### src/hw/rtl/tlzw_pkg.sv
// tlzw_pkg: shared constants, codes and types of the tiff lzw encoder
// no dependencies; imported by tlzw_front, tlzw_engine, tlzw_packer and the top level
`default_nettype none

package tlzw_pkg;

   localparam int BYTE_W      = 8;
   localparam int CODE_W      = 12;
   localparam int KEY_W       = CODE_W + BYTE_W;
   localparam int TABLE_DEPTH = 1 << KEY_W;
   localparam int REV_DEPTH   = 1 << CODE_W;
   localparam int BITS_W      = 4;
   localparam int ACC_W       = 19;
   localparam int CNT_W       = 5;
   localparam int QUEUE_DEPTH = 4;
   localparam int QPTR_W      = 2;

   localparam logic [CODE_W-1:0] CODE_CLEAR    = 12'd256;
   localparam logic [CODE_W-1:0] CODE_EOI      = 12'd257;
   localparam logic [CODE_W-1:0] CODE_FIRST    = 12'd258;
   localparam logic [CODE_W-1:0] CODE_RESET_AT = 12'd4094;
   localparam logic [BITS_W-1:0] BITS_MIN      = 4'd9;
   localparam logic [BITS_W-1:0] BITS_MAX      = 4'd12;

   typedef struct packed {
      logic [BYTE_W-1:0] data_byte;
      logic              byte_present;
      logic              end_of_stream;
   } tlzw_item_type;

   typedef struct packed {
      logic [CODE_W-1:0] code;
      logic [BITS_W-1:0] width;
      logic              last;
      logic              eos;
   } tlzw_token_type;

   typedef enum logic [2:0] {
      ST_IDLE,
      ST_START,
      ST_READ_TBL,
      ST_READ_REV,
      ST_CLEAR,
      ST_END_PREFIX,
      ST_END_EOI
   } tlzw_state_type;

endpackage

`default_nettype wire

### src/hw/rtl/tlzw_front.sv
// tlzw_front: input side, takes transactions, drops empty ones, queues the rest
// depends on tlzw_pkg
`default_nettype none

module tlzw_front (
   input  logic                  clock,
   input  logic                  reset,
   input  logic                  req_tvalid,
   output logic                  req_tready,
   input  logic [7:0]            req_tdata,   // [7:0] data_byte
   input  logic                  req_tuser,   // [0] byte_present
   input  logic                  req_tlast,   // end_of_stream
   output logic                  q_valid,
   input  logic                  q_ready,
   output tlzw_pkg::tlzw_item_type q_item
);
   import tlzw_pkg::*;

   tlzw_item_type     queue_ff [QUEUE_DEPTH];
   logic [QPTR_W-1:0] wr_ptr_ff, wr_ptr_in;
   logic [QPTR_W-1:0] rd_ptr_ff, rd_ptr_in;
   logic [QPTR_W:0]   count_ff, count_in;
   logic              accept;
   logic              keep;
   logic              pop;

   assign req_tready = count_ff != (QPTR_W+1)'(QUEUE_DEPTH);
   assign accept     = req_tvalid && req_tready;
   // items with neither byte nor end cause nothing
   assign keep       = accept && (req_tuser || req_tlast);
   assign q_valid    = count_ff != '0;
   assign q_item     = queue_ff[rd_ptr_ff];
   assign pop        = q_valid && q_ready;

   always_comb begin
      wr_ptr_in = keep ? wr_ptr_ff + 1'b1 : wr_ptr_ff;
      rd_ptr_in = pop ? rd_ptr_ff + 1'b1 : rd_ptr_ff;
      count_in  = count_ff + (QPTR_W+1)'(keep) - (QPTR_W+1)'(pop);
   end

   always_ff @(posedge clock) begin
      if (reset) begin
         wr_ptr_ff <= '0;
         rd_ptr_ff <= '0;
         count_ff  <= '0;
      end else begin
         wr_ptr_ff <= wr_ptr_in;
         rd_ptr_ff <= rd_ptr_in;
         count_ff  <= count_in;
      end
   end

   always_ff @(posedge clock) begin
      if (keep) begin
         queue_ff[wr_ptr_ff] <= '{data_byte: req_tdata, byte_present: req_tuser,
                                  end_of_stream: req_tlast};
      end
   end

endmodule

`default_nettype wire

### config.mk
export PLATFORM = sky130hd
export DESIGN_NAME = tlzw_front
export DESIGN_NICKNAME = d
export VERILOG_FILES = /design/src/hw/rtl/tlzw_pkg.sv /design/src/hw/rtl/tlzw_front.sv
export SDC_FILE = /design/constraint.sdc
export NUM_CORES = 1
export LEC_CHECK = 0
export BUFFER_PORTS_ARGS = -buffer_cell sky130_fd_sc_hd__clkbuf_2
export CAP_MARGIN = 20
export CORE_UTILIZATION = 50
export CTS_CLUSTER_DIAMETER = 100
export DETAILED_ROUTE_END_ITERATION = 8
export PLACE_DENSITY_LB_ADDON = 0.08
export SYNTH_ARGS = -nofsm -noshare
export SYNTH_HDL_FRONTEND = slang
export SYNTH_SLANG_ARGS = --single-unit
### constraint.sdc
create_clock -name clock -period 2.2 [get_ports clock]
set_input_delay 0.55 -clock clock [delete_from_list [all_inputs] [get_ports clock]]
set_output_delay 0.55 -clock clock [all_outputs]
set_load 0.01 [all_outputs]
==> qor.csv <==
metric,value,unit
number of synthesized flops with an enable pin,40,
register area share after synthesis,71.1,%
final setup margin,0.106,ns
worst hold start,req_tdata[4],
Synth Flop Type,edfxtp_1,
Synth top area share,61.8,%
Yosys reg bits,49,
Bufs and invs on worst path,2,
CP Class,reg -> out,
synth top area cells,"edfxtp_1, mux4_2, dfxtp_1",
CP Launch Type,register,
Final Skew,0.00532,ns
Crit path max-delay family,multiplexers,
crit path max-delay cell type,mux4_2,
combinational cell fraction of total power,28.5,%
Hold Crit Depth,1,
first drt pass iteration count,4,
clk_lat worst skew,0.30,ns
Worst EP arrival,1.54,ns
max_slew headroom,65.8,%
CTS H-tree lvls,2,
"Largest stage delay, worst path",0.51,ns
launch point of the worst reg-to-reg path,count_ff[0],
# port buffers,25,
min cycle time layout,2.09,ns
Post-DP Area,0.00218,mm2
sequential group share of total power,47.1,%
# nets final,161,
Pwr Density,1090,mW/mm2
multi-input logic area,533,um2
RSZ-0062 raised after global routing,no,
mean post-synth cell area,19.1,um2
WL final,2880,um
switching share of total power,27.2,%
Synth area leader,edfxtp_1,
largest net degree at the start of global routing,16,
CTS tree,done,
Final Cell Area,0.00230,mm2
gr usage total,16.7,%
Int Pwr,1830,uW
critical path data required time,1.65,ns
FMAX,478,MHz
RR Endpoint,count_ff[2],
pre-CTS setup slack,0.0200,ns
ys async rst share,0,%
vias in the first global route,1034,
static leakage,0.000841,uW
final setup TNS,0,ns
depth of the worst register-to-register path,9,
via count,973,
"Slew Viols, Final",0,
Routed Antenna Nets,0,
Area growth syn-to-layout,18.4,%
cell-by-cell trace of the critical path,buf_6 > mux4_2 > clkbuf_2,
placed cells,181,
Critical Path End Type,primary output,
Hold Path End,queue_ff[0][6],
Post-Syn Area,0.00194,mm2
core area,0.00369,mm2
"Hold Violations, Final",0,
I/O pins,26,
Hold Crit Class,in -> reg,
initial antenna violation count,0,
CTS Buf Count,5,
"most common cell after layout, fill and taps aside",edfxtp_1,
Detail Route met3 WL,116,um
Post-CTS Setup Inserts,0,
Worst Path Max Fanout,7,
Final setup viols,0,
Via-to-Cell Ratio,5.15,
met2 WL,1540,um
Register Area,0.00138,mm2
CTS root buffer,clkbuf_8,
Worst-Margin Slew,0.512,ns
count of cell types in the netlist,25,
Routed WL per cell,15.2,um
Fill cells,295,
share of cells above drive strength 1,43.3,%
clock slew at reported path FFs,0.08,ns
grt ovf,0,
die width,64.3,um
Initial Util,52.7,%
Final Wtd Congestion,0.714,
# rows,22,
Post-route DRC,0,
M1 wire length,1180,um
Die Y,64.3,um
Die Area,0.00414,mm2
Layout Cells excl Fill,189,
HPWL after DPL,1990,um
maximum vdd drop,0.614,mV
status,completed,
clk buf depth,2,
Post-Syn Nets,123,
# diodes,0,
top layer in use,met4,
final worst-path cycle share,95.2,%
YS warnings,0,
Worst R2R Setup Slack,0.16,ns
Psw,685,uW
# Max-Cap Violations,0,
first-pass GRT wire length,4840,um
initial DRC count,49,
Clock Sinks,49,
clock power share,24.4,%
"commonest non-fill, non-tap cells in the layout","edfxtp_1, clkbuf_2, mux4_2, dfxtp_1, buf_4",
Post-Syn Instances,102,
-- cell type report --
cell class | instances | share of cell area (%)
Tap cell | 48 | 2.61
Inverter | 5 | 0.816
Clock buffer | 5 | 2.99
Sequential cell | 49 | 60.1
Clock inverter | 3 | 1.79
Multi-Input combinational cell | 45 | 23.2
Timing Repair Buffer | 34 | 8.54
-- cell usage after synthesis, drive strengths merged (2+ instances only) --
cell type and n:
nor2 8, xor2 2, mux4 10, inv 5
and2 5, dfxtp 9, ha 6, clkbuf 2
edfxtp 40, nand2b 2
-- metal layers --
metal  up-vias  track usage [%]
met3         7             5.36
met5         -                0
met4         0             6.67
met1       487             19.3
li1        459                -
met2        20             28.7
-- state kept, by name (all words and copies together) (netlist names), named ones only --
register	flops
count_ff	3
queue_ff	40
rd_ptr_ff	2
wr_ptr_ff	2
-- through the flow --
step | total power (uW) | utilization [%] | hold slack, ns
6_report | 2520 | 62.4 | 0.462
5_1_grt | 2660 | 62.4 | 0.457
4_1_cts | 2530 | 62.0 | 0.455
3_5_place_dp | 1910 | 59.0 | 0.513
3_3_place_gp | 1890 | 59.0 | 0.497
2_1_floorplan | 1670 | - | 0.482
-- cell families (layout without fill, tap and decap cells) --
family | Yosys count | after routing | synth area share (%)
compound gates | 4 | 4 | 2.06
xor+xnor | 3 | 3 | 1.74
fa+ha+maj | 7 | 7 | 4.89
buf+inv | 8 | 47 | 2.00
flops | 49 | 49 | 71.1
mux | 12 | 12 | 12.9
simple gates | 19 | 19 | 5.35
-- worst max path at each step --
stage	start	end	slack, ns	cells past startpoint
2_1_floorplan	count_ff[1]	count_ff[2]	0.15	9
3_3_place_gp	q_ready	count_ff[2]	0.1	10
3_5_place_dp	q_ready	count_ff[2]	0.02	10
4_1_cts	register	q_item[0]	0.04	3
5_1_grt	register	q_item[0]	0.03	3
6_report	register	q_item[0]	0.11	3
-- power by group through the flow --
| stage | clock [uW] | sequential (uW) | combinational, uW |
|---|---|---|---|
| floorplan | 0 | 1190 | 485 |
| global placement | 0 | 1200 | 693 |
| detailed placement | 0 | 1210 | 705 |
| CTS | 634 | 1180 | 709 |
| global route | 670 | 1200 | 791 |
| finish | 615 | 1190 | 717 |
-- repair_timing --
action,in CTS,in global routing
hold buffers,0,0
resized for setup,0,4
setup endpoints to repair,0,4
(Power assumes the default switching activity.)
