`config.mk`:
```
export PLATFORM = sky130hd
export DESIGN_NAME = tlzw_packer
export DESIGN_NICKNAME = d
export VERILOG_FILES = /design/src/hw/rtl/tlzw_pkg.sv /design/src/hw/rtl/tlzw_packer.sv
export SDC_FILE = /design/constraint.sdc
export NUM_CORES = 1
export LEC_CHECK = 0
export BUFFER_PORTS_ARGS = -buffer_cell sky130_fd_sc_hd__buf_4
export CAP_MARGIN = 15
export CORE_ASPECT_RATIO = 0.5
export CORE_MARGIN = 8
export CORE_UTILIZATION = 40
export CTS_CLUSTER_SIZE = 12
export DETAILED_ROUTE_END_ITERATION = 7
export GPL_TIMING_DRIVEN = 1
export PLACE_DENSITY = 0.55
export RECOVER_POWER = 100
export SYNTH_ARGS = -nofsm -noshare
export SYNTH_HDL_FRONTEND = slang
export SYNTH_SLANG_ARGS = --single-unit
```
`constraint.sdc`:
```
create_clock -name clock -period 8.5 [get_ports clock]
set_clock_uncertainty 0.05 [all_clocks]
set_input_delay 0.85 -clock clock [delete_from_list [all_inputs] [get_ports clock]]
set_output_delay 0.85 -clock clock [all_outputs]
set_load 0.005 [all_outputs]
```
`src/hw/rtl/tlzw_pkg.sv`:
```
// tlzw_pkg: shared constants, codes and types of the tiff lzw encoder
// no dependencies; imported by tlzw_front, tlzw_engine, tlzw_packer and the top level
`default_nettype none

package tlzw_pkg;

   localparam int BYTE_W      = 8;
   localparam int CODE_W      = 12;
   localparam int KEY_W       = CODE_W + BYTE_W;
   localparam int TABLE_DEPTH = 1 << KEY_W;
   localparam int REV_DEPTH   = 1 << CODE_W;
   localparam int BITS_W      = 4;
   localparam int ACC_W       = 19;
   localparam int CNT_W       = 5;
   localparam int QUEUE_DEPTH = 4;
   localparam int QPTR_W      = 2;

   localparam logic [CODE_W-1:0] CODE_CLEAR    = 12'd256;
   localparam logic [CODE_W-1:0] CODE_EOI      = 12'd257;
   localparam logic [CODE_W-1:0] CODE_FIRST    = 12'd258;
   localparam logic [CODE_W-1:0] CODE_RESET_AT = 12'd4094;
   localparam logic [BITS_W-1:0] BITS_MIN      = 4'd9;
   localparam logic [BITS_W-1:0] BITS_MAX      = 4'd12;

   typedef struct packed {
      logic [BYTE_W-1:0] data_byte;
      logic              byte_present;
      logic              end_of_stream;
   } tlzw_item_type;

   typedef struct packed {
      logic [CODE_W-1:0] code;
      logic [BITS_W-1:0] width;
      logic              last;
      logic              eos;
   } tlzw_token_type;

   typedef enum logic [2:0] {
      ST_IDLE,
      ST_START,
      ST_READ_TBL,
      ST_READ_REV,
      ST_CLEAR,
      ST_END_PREFIX,
      ST_END_EOI
   } tlzw_state_type;

endpackage

`default_nettype wire

```
`src/hw/rtl/tlzw_packer.sv`:
```
// tlzw_packer: msb-first bit packer with a one-byte hold stage and output register
// depends on tlzw_pkg; fed with code tokens by tlzw_engine
`default_nettype none

module tlzw_packer (
   input  logic                     clock,
   input  logic                     reset,
   input  logic                     tok_valid,
   output logic                     tok_ready,
   input  tlzw_pkg::tlzw_token_type tok,
   output logic                     rsp_tvalid,
   input  logic                     rsp_tready,
   output logic [7:0]               rsp_tdata,  // [7:0] out_byte
   output logic                     rsp_tuser,  // [0] run_last
   output logic                     rsp_tlast   // stream_last
);
   import tlzw_pkg::*;

   logic [ACC_W-1:0]  acc_ff, acc_in;
   logic [CNT_W-1:0]  cnt_ff, cnt_in;
   logic              fin_ff, fin_in;
   logic              eos_ff, eos_in;
   logic              hold_v_ff, hold_v_in;
   logic [BYTE_W-1:0] hold_ff, hold_in;
   logic              out_v_ff, out_v_in;
   logic [BYTE_W-1:0] out_byte_ff, out_byte_in;
   logic              out_rl_ff, out_rl_in;
   logic              out_sl_ff, out_sl_in;

   logic              out_free, push_ok, push;
   logic [BYTE_W-1:0] new_byte;

   assign out_free   = !out_v_ff || rsp_tready;
   assign push_ok    = !hold_v_ff || out_free;
   assign rsp_tvalid = out_v_ff;
   assign rsp_tdata  = out_byte_ff;
   assign rsp_tuser  = out_rl_ff;
   assign rsp_tlast  = out_sl_ff;

   always_comb begin
      acc_in      = acc_ff;
      cnt_in      = cnt_ff;
      fin_in      = fin_ff;
      eos_in      = eos_ff;
      hold_v_in   = hold_v_ff;
      hold_in     = hold_ff;
      out_v_in    = out_v_ff && !rsp_tready;
      out_byte_in = out_byte_ff;
      out_rl_in   = out_rl_ff;
      out_sl_in   = out_sl_ff;
      tok_ready   = 1'b0;
      push        = 1'b0;
      new_byte    = '0;

      priority if (cnt_ff >= CNT_W'(8)) begin
         if (push_ok) begin
            new_byte = BYTE_W'(acc_ff >> (cnt_ff - CNT_W'(8)));
            push     = 1'b1;
            cnt_in   = cnt_ff - CNT_W'(8);
         end
      end else if (fin_ff && eos_ff && (cnt_ff != '0)) begin
         // final partial byte, zero padded in its low bits
         if (push_ok) begin
            new_byte = BYTE_W'(acc_ff << (CNT_W'(8) - cnt_ff));
            push     = 1'b1;
            cnt_in   = '0;
         end
      end else if (fin_ff) begin
         // item done: the held byte is its last one
         if (push_ok) begin
            if (hold_v_ff) begin
               out_v_in    = 1'b1;
               out_byte_in = hold_ff;
               out_rl_in   = 1'b1;
               out_sl_in   = eos_ff;
               hold_v_in   = 1'b0;
            end
            fin_in    = 1'b0;
            eos_in    = 1'b0;
            tok_ready = 1'b1;
         end
      end else begin
         tok_ready = 1'b1;
      end

      if (push) begin
         if (hold_v_ff) begin
            out_v_in    = 1'b1;
            out_byte_in = hold_ff;
            out_rl_in   = 1'b0;
            out_sl_in   = 1'b0;
         end
         hold_in   = new_byte;
         hold_v_in = 1'b1;
      end

      if (tok_valid && tok_ready) begin
         acc_in = ACC_W'(acc_ff << tok.width) | ACC_W'(tok.code);
         cnt_in = cnt_ff + CNT_W'(tok.width);
         fin_in = tok.last;
         eos_in = tok.eos;
      end
   end

   always_ff @(posedge clock) begin
      if (reset) begin
         cnt_ff    <= '0;
         fin_ff    <= 1'b0;
         eos_ff    <= 1'b0;
         hold_v_ff <= 1'b0;
         out_v_ff  <= 1'b0;
      end else begin
         cnt_ff    <= cnt_in;
         fin_ff    <= fin_in;
         eos_ff    <= eos_in;
         hold_v_ff <= hold_v_in;
         out_v_ff  <= out_v_in;
      end
   end

   always_ff @(posedge clock) begin
      acc_ff      <= acc_in;
      hold_ff     <= hold_in;
      out_byte_ff <= out_byte_in;
      out_rl_ff   <= out_rl_in;
      out_sl_ff   <= out_sl_in;
   end

   a_stream_end_ends_run: assert property (@(posedge clock) disable iff (reset)
      out_v_ff && out_sl_ff |-> out_rl_ff)
      else $error("stream end byte not marked as run end");

   a_absorb_room: assert property (@(posedge clock) disable iff (reset)
      tok_valid && tok_ready |-> cnt_ff < CNT_W'(8))
      else $error("token taken with a whole byte still pending");

endmodule

`default_nettype wire

```
==> load_flow_metrics.sql <==
INSERT INTO impl_metrics (metric_group, metric, value, unit) VALUES
('status', 'status', 'finished with violations', ''),
('status', 'failed_checks', 'capacitance limit, slew limit', ''),
('cells_and_area', 'most_frequent_cells_in_the_layout', 'nand2_1, mux2i_1, a21oi_1, edfxtp_1, mux4_2', ''),
('sta', 'hold_viol', '0', ''),
('clocking', 'cts_buffers', '5', ''),
('power_and_ir_drop', 'vdd.ir_drop.worst', '0.101', 'mV'),
('drt', 'drt_pass1_iterations', '4', ''),
('worst_setup_path', 'setup.worst_path.start_class', 'flip-flop', ''),
('yosys', 'yosys.cell_types.count', '61', ''),
('floorplan', 'placeable_core_area', '9480', 'um2'),
('sta', 'finalSetupViolations', '0', ''),
('clocking', 'cts.sink_count', '46', ''),
('worst_setup_path', 'critPathMaxFanout', '33', ''),
('yosys', 'synthesized_net_count', '426', ''),
('cells_and_area', 'multi_input_comb_area', '2490', 'um2'),
('clocking', 'clk_latency', '290', 'ps'),
('clocking', 'cts.hold.buffers_added', '0', ''),
('sta', 'final_critical_path_setup_slack', '3300', 'ps'),
('cells_and_area', 'final_util', '45.2', '%'),
('clocking', 'cts_repair_resize_count', '0', ''),
('sta', 'timing_worst_slew_pin_value', '1810', 'ps'),
('floorplan', 'start_util', '41.3', '%'),
('yosys', 'synth-main-ff-cell', 'edfxtp_1', ''),
('floorplan', 'floorplan.io_pins', '34', ''),
('clocking', 'tritoncts', 'yes', ''),
('yosys', 'synth_seq_area_share', '30.4', '%'),
('floorplan', 'fp-row-count', '25', ''),
('sta', 'achievable-frequency', '192', 'MHz'),
('grt', 'grt_max_degree', '41', ''),
('cells_and_area', 'layout-drive-gt1-share', '21.5', '%'),
('yosys', 'synth_register_bits', '46', ''),
('sta', 'layout_worst_path_cycle_share', '61.2', '%'),
('yosys', 'synth_top_area_share', '20.7', '%'),
('yosys', 'synthesis.area', '3920', 'um2'),
('power_and_ir_drop', 'post-layout-total-power', '1.38', 'mW'),
('placement', 'finalWeightedCongestion', '0.863', ''),
('sta', 'rsz0062_at_grt', 'no', ''),
('drt', 'detail_route.wl_per_cell', '19.7', 'um'),
('drt', 'detailroute.via_count', '3227', ''),
('yosys', 'count_of_flip_flops_with_a_built_in_enable_after_synthesis', '27', ''),
('clocking', 'clkSlewWorstSetupHoldPaths', '60', 'ps'),
('cells_and_area', 'antenna_cells', '0', ''),
('cells_and_area', 'most_frequent_standard_cell_in_the_layout_excluding_fill_and_tap_cells', 'nand2_1', ''),
('grt', 'grtUsageTotal', '16.3', '%'),
('worst_setup_path', 'worstSetupEndpointType', 'flip-flop', ''),
('grt', 'antenna_found_initial', '0', ''),
('grt', 'number_of_global_route_vias_before_repair', '3264', ''),
('placement', 'io_buffer_count', '33', ''),
('job', 'max_cap_viols', '1', ''),
('clocking', 'max-clock-path-buffers', '2', ''),
('floorplan', 'die_w', '156', 'um'),
('drt', 'ant_nets', '0', ''),
('yosys', 'yosysWarningCount', '0', ''),
('sta', 'fin_tns_setup', '0', 'ps'),
('hold_path', 'worst_hold_path.num_cells', '2', ''),
('cells_and_area', 'area.growth.synth_to_final', '9.40', '%'),
('yosys', 'synthesized_instance_count', '397', ''),
('sta', 'final_period_minus_worst_setup_slack', '5200', 'ps'),
('clocking', 'cts_post_setup_buffers_inserted', '0', ''),
('cells_and_area', 'design_area', '4280', 'um2'),
('placement', 'place.detailed.hpwl', '7630', 'um'),
('yosys', 'synth-async-reset-ratio', '0', '%'),
('drt', 'post-route-drc-count', '0', ''),
('power_and_ir_drop', 'pwr_density_cell', '323', 'nW/um2'),
('sta', 'relSlewSlack', '-20.4', '%'),
('sta', 'slew_violations', '34', ''),
('cells_and_area', 'n_fill_cell', '937', ''),
('grt', 'remaining_global_route_overflow', '0', ''),
('floorplan', 'fp.dieArea', '13400', 'um2'),
('yosys', 'synthDominantAreaCellType', 'edfxtp_1', ''),
('cells_and_area', 'register_area', '1190', 'um2');
flip-flops by register name (all words and copies together), names as in the netlist:
register and cells:
acc_ff 19, hold_ff 8, rsp_tdata 8, cnt_ff 5, eos_ff 1, fin_ff 1, hold_v_ff 1, rsp_tlast 1
rsp_tuser 1, rsp_tvalid 1
final timing paths:
check | startpoint | end | slack [ps]
setup reg to reg | cnt_ff[1] | acc_ff[18] | 3300
setup / recovery | cnt_ff[1] | acc_ff[18] | 3300
hold reg to reg | rsp_tuser | rsp_tuser | 400
hold / removal | rsp_tuser | rsp_tuser | 400
report_power, final:
part | switching, mW | internal [mW]
Clock | 0.0804 | 0.110
Sequential | 0.100 | 0.345
Combinational | 0.406 | 0.341
area by class of cell:
type                            instances  area share [%]
Clock buffer                            8            3.18
Tap cell                              135            3.94
Inverter                                9           0.789
Sequential cell                        46            27.8
Multi-Input combinational cell        305            58.2
Timing Repair Buffer                   37            6.05
synthesized netlist by cell type (all sizes together), types with 4 or more instances:
master	n
a211oi	4
a21o	6
a21oi	28
a31oi	5
and3	8
buf	10
clkbuf	27
dfxtp	19
edfxtp	27
ha	6
inv	7
mux2	21
mux2i	29
mux4	26
nand2	41
nand2b	6
nand3	11
nor2	22
nor3	5
o211ai	7
o21ai	20
o21bai	5
o31ai	4
stage by stage:
stage          hold WS [ps]  instances
3_3_place_gp            383        532
2_1_floorplan           385        397
4_1_cts                 399        540
6_report                395        540
5_1_grt                 422        540
3_5_place_dp            390        532
worst max-delay path, cell delays in order (launching register included):
cell and delay (ps):
dfxtp_1 310, clkbuf_1 1290, inv_1 310, ha_1 390, and4bb_2 280, a311oi_1 560, and3_1 260, clkbuf_1 960
a21boi_0 430
layer usage:
layer | up-vias | part of all wire (%) | GRT usage, %
met5 | - | 0 | 0
met4 | 0 | 1.2 | 5.33
met3 | 10 | 7.1 | 4.26
met2 | 95 | 45 | 25.4
met1 | 1589 | 46 | 21.6
li1 | 1533 | - | -
kinds of logic after synthesis:
| kind of cell | count (synthesis) | synth area share (%) |
|---|---|---|
| simple gates | 116 | 15.0 |
| xor+xnor | 5 | 1.12 |
| mux | 76 | 28.4 |
| compound gates | 101 | 17.3 |
| flops | 46 | 30.4 |
| buf+inv | 46 | 5.34 |
| fa+ha+maj | 7 | 2.43 |
No activity file was read; power rests on OpenSTA's default activity.
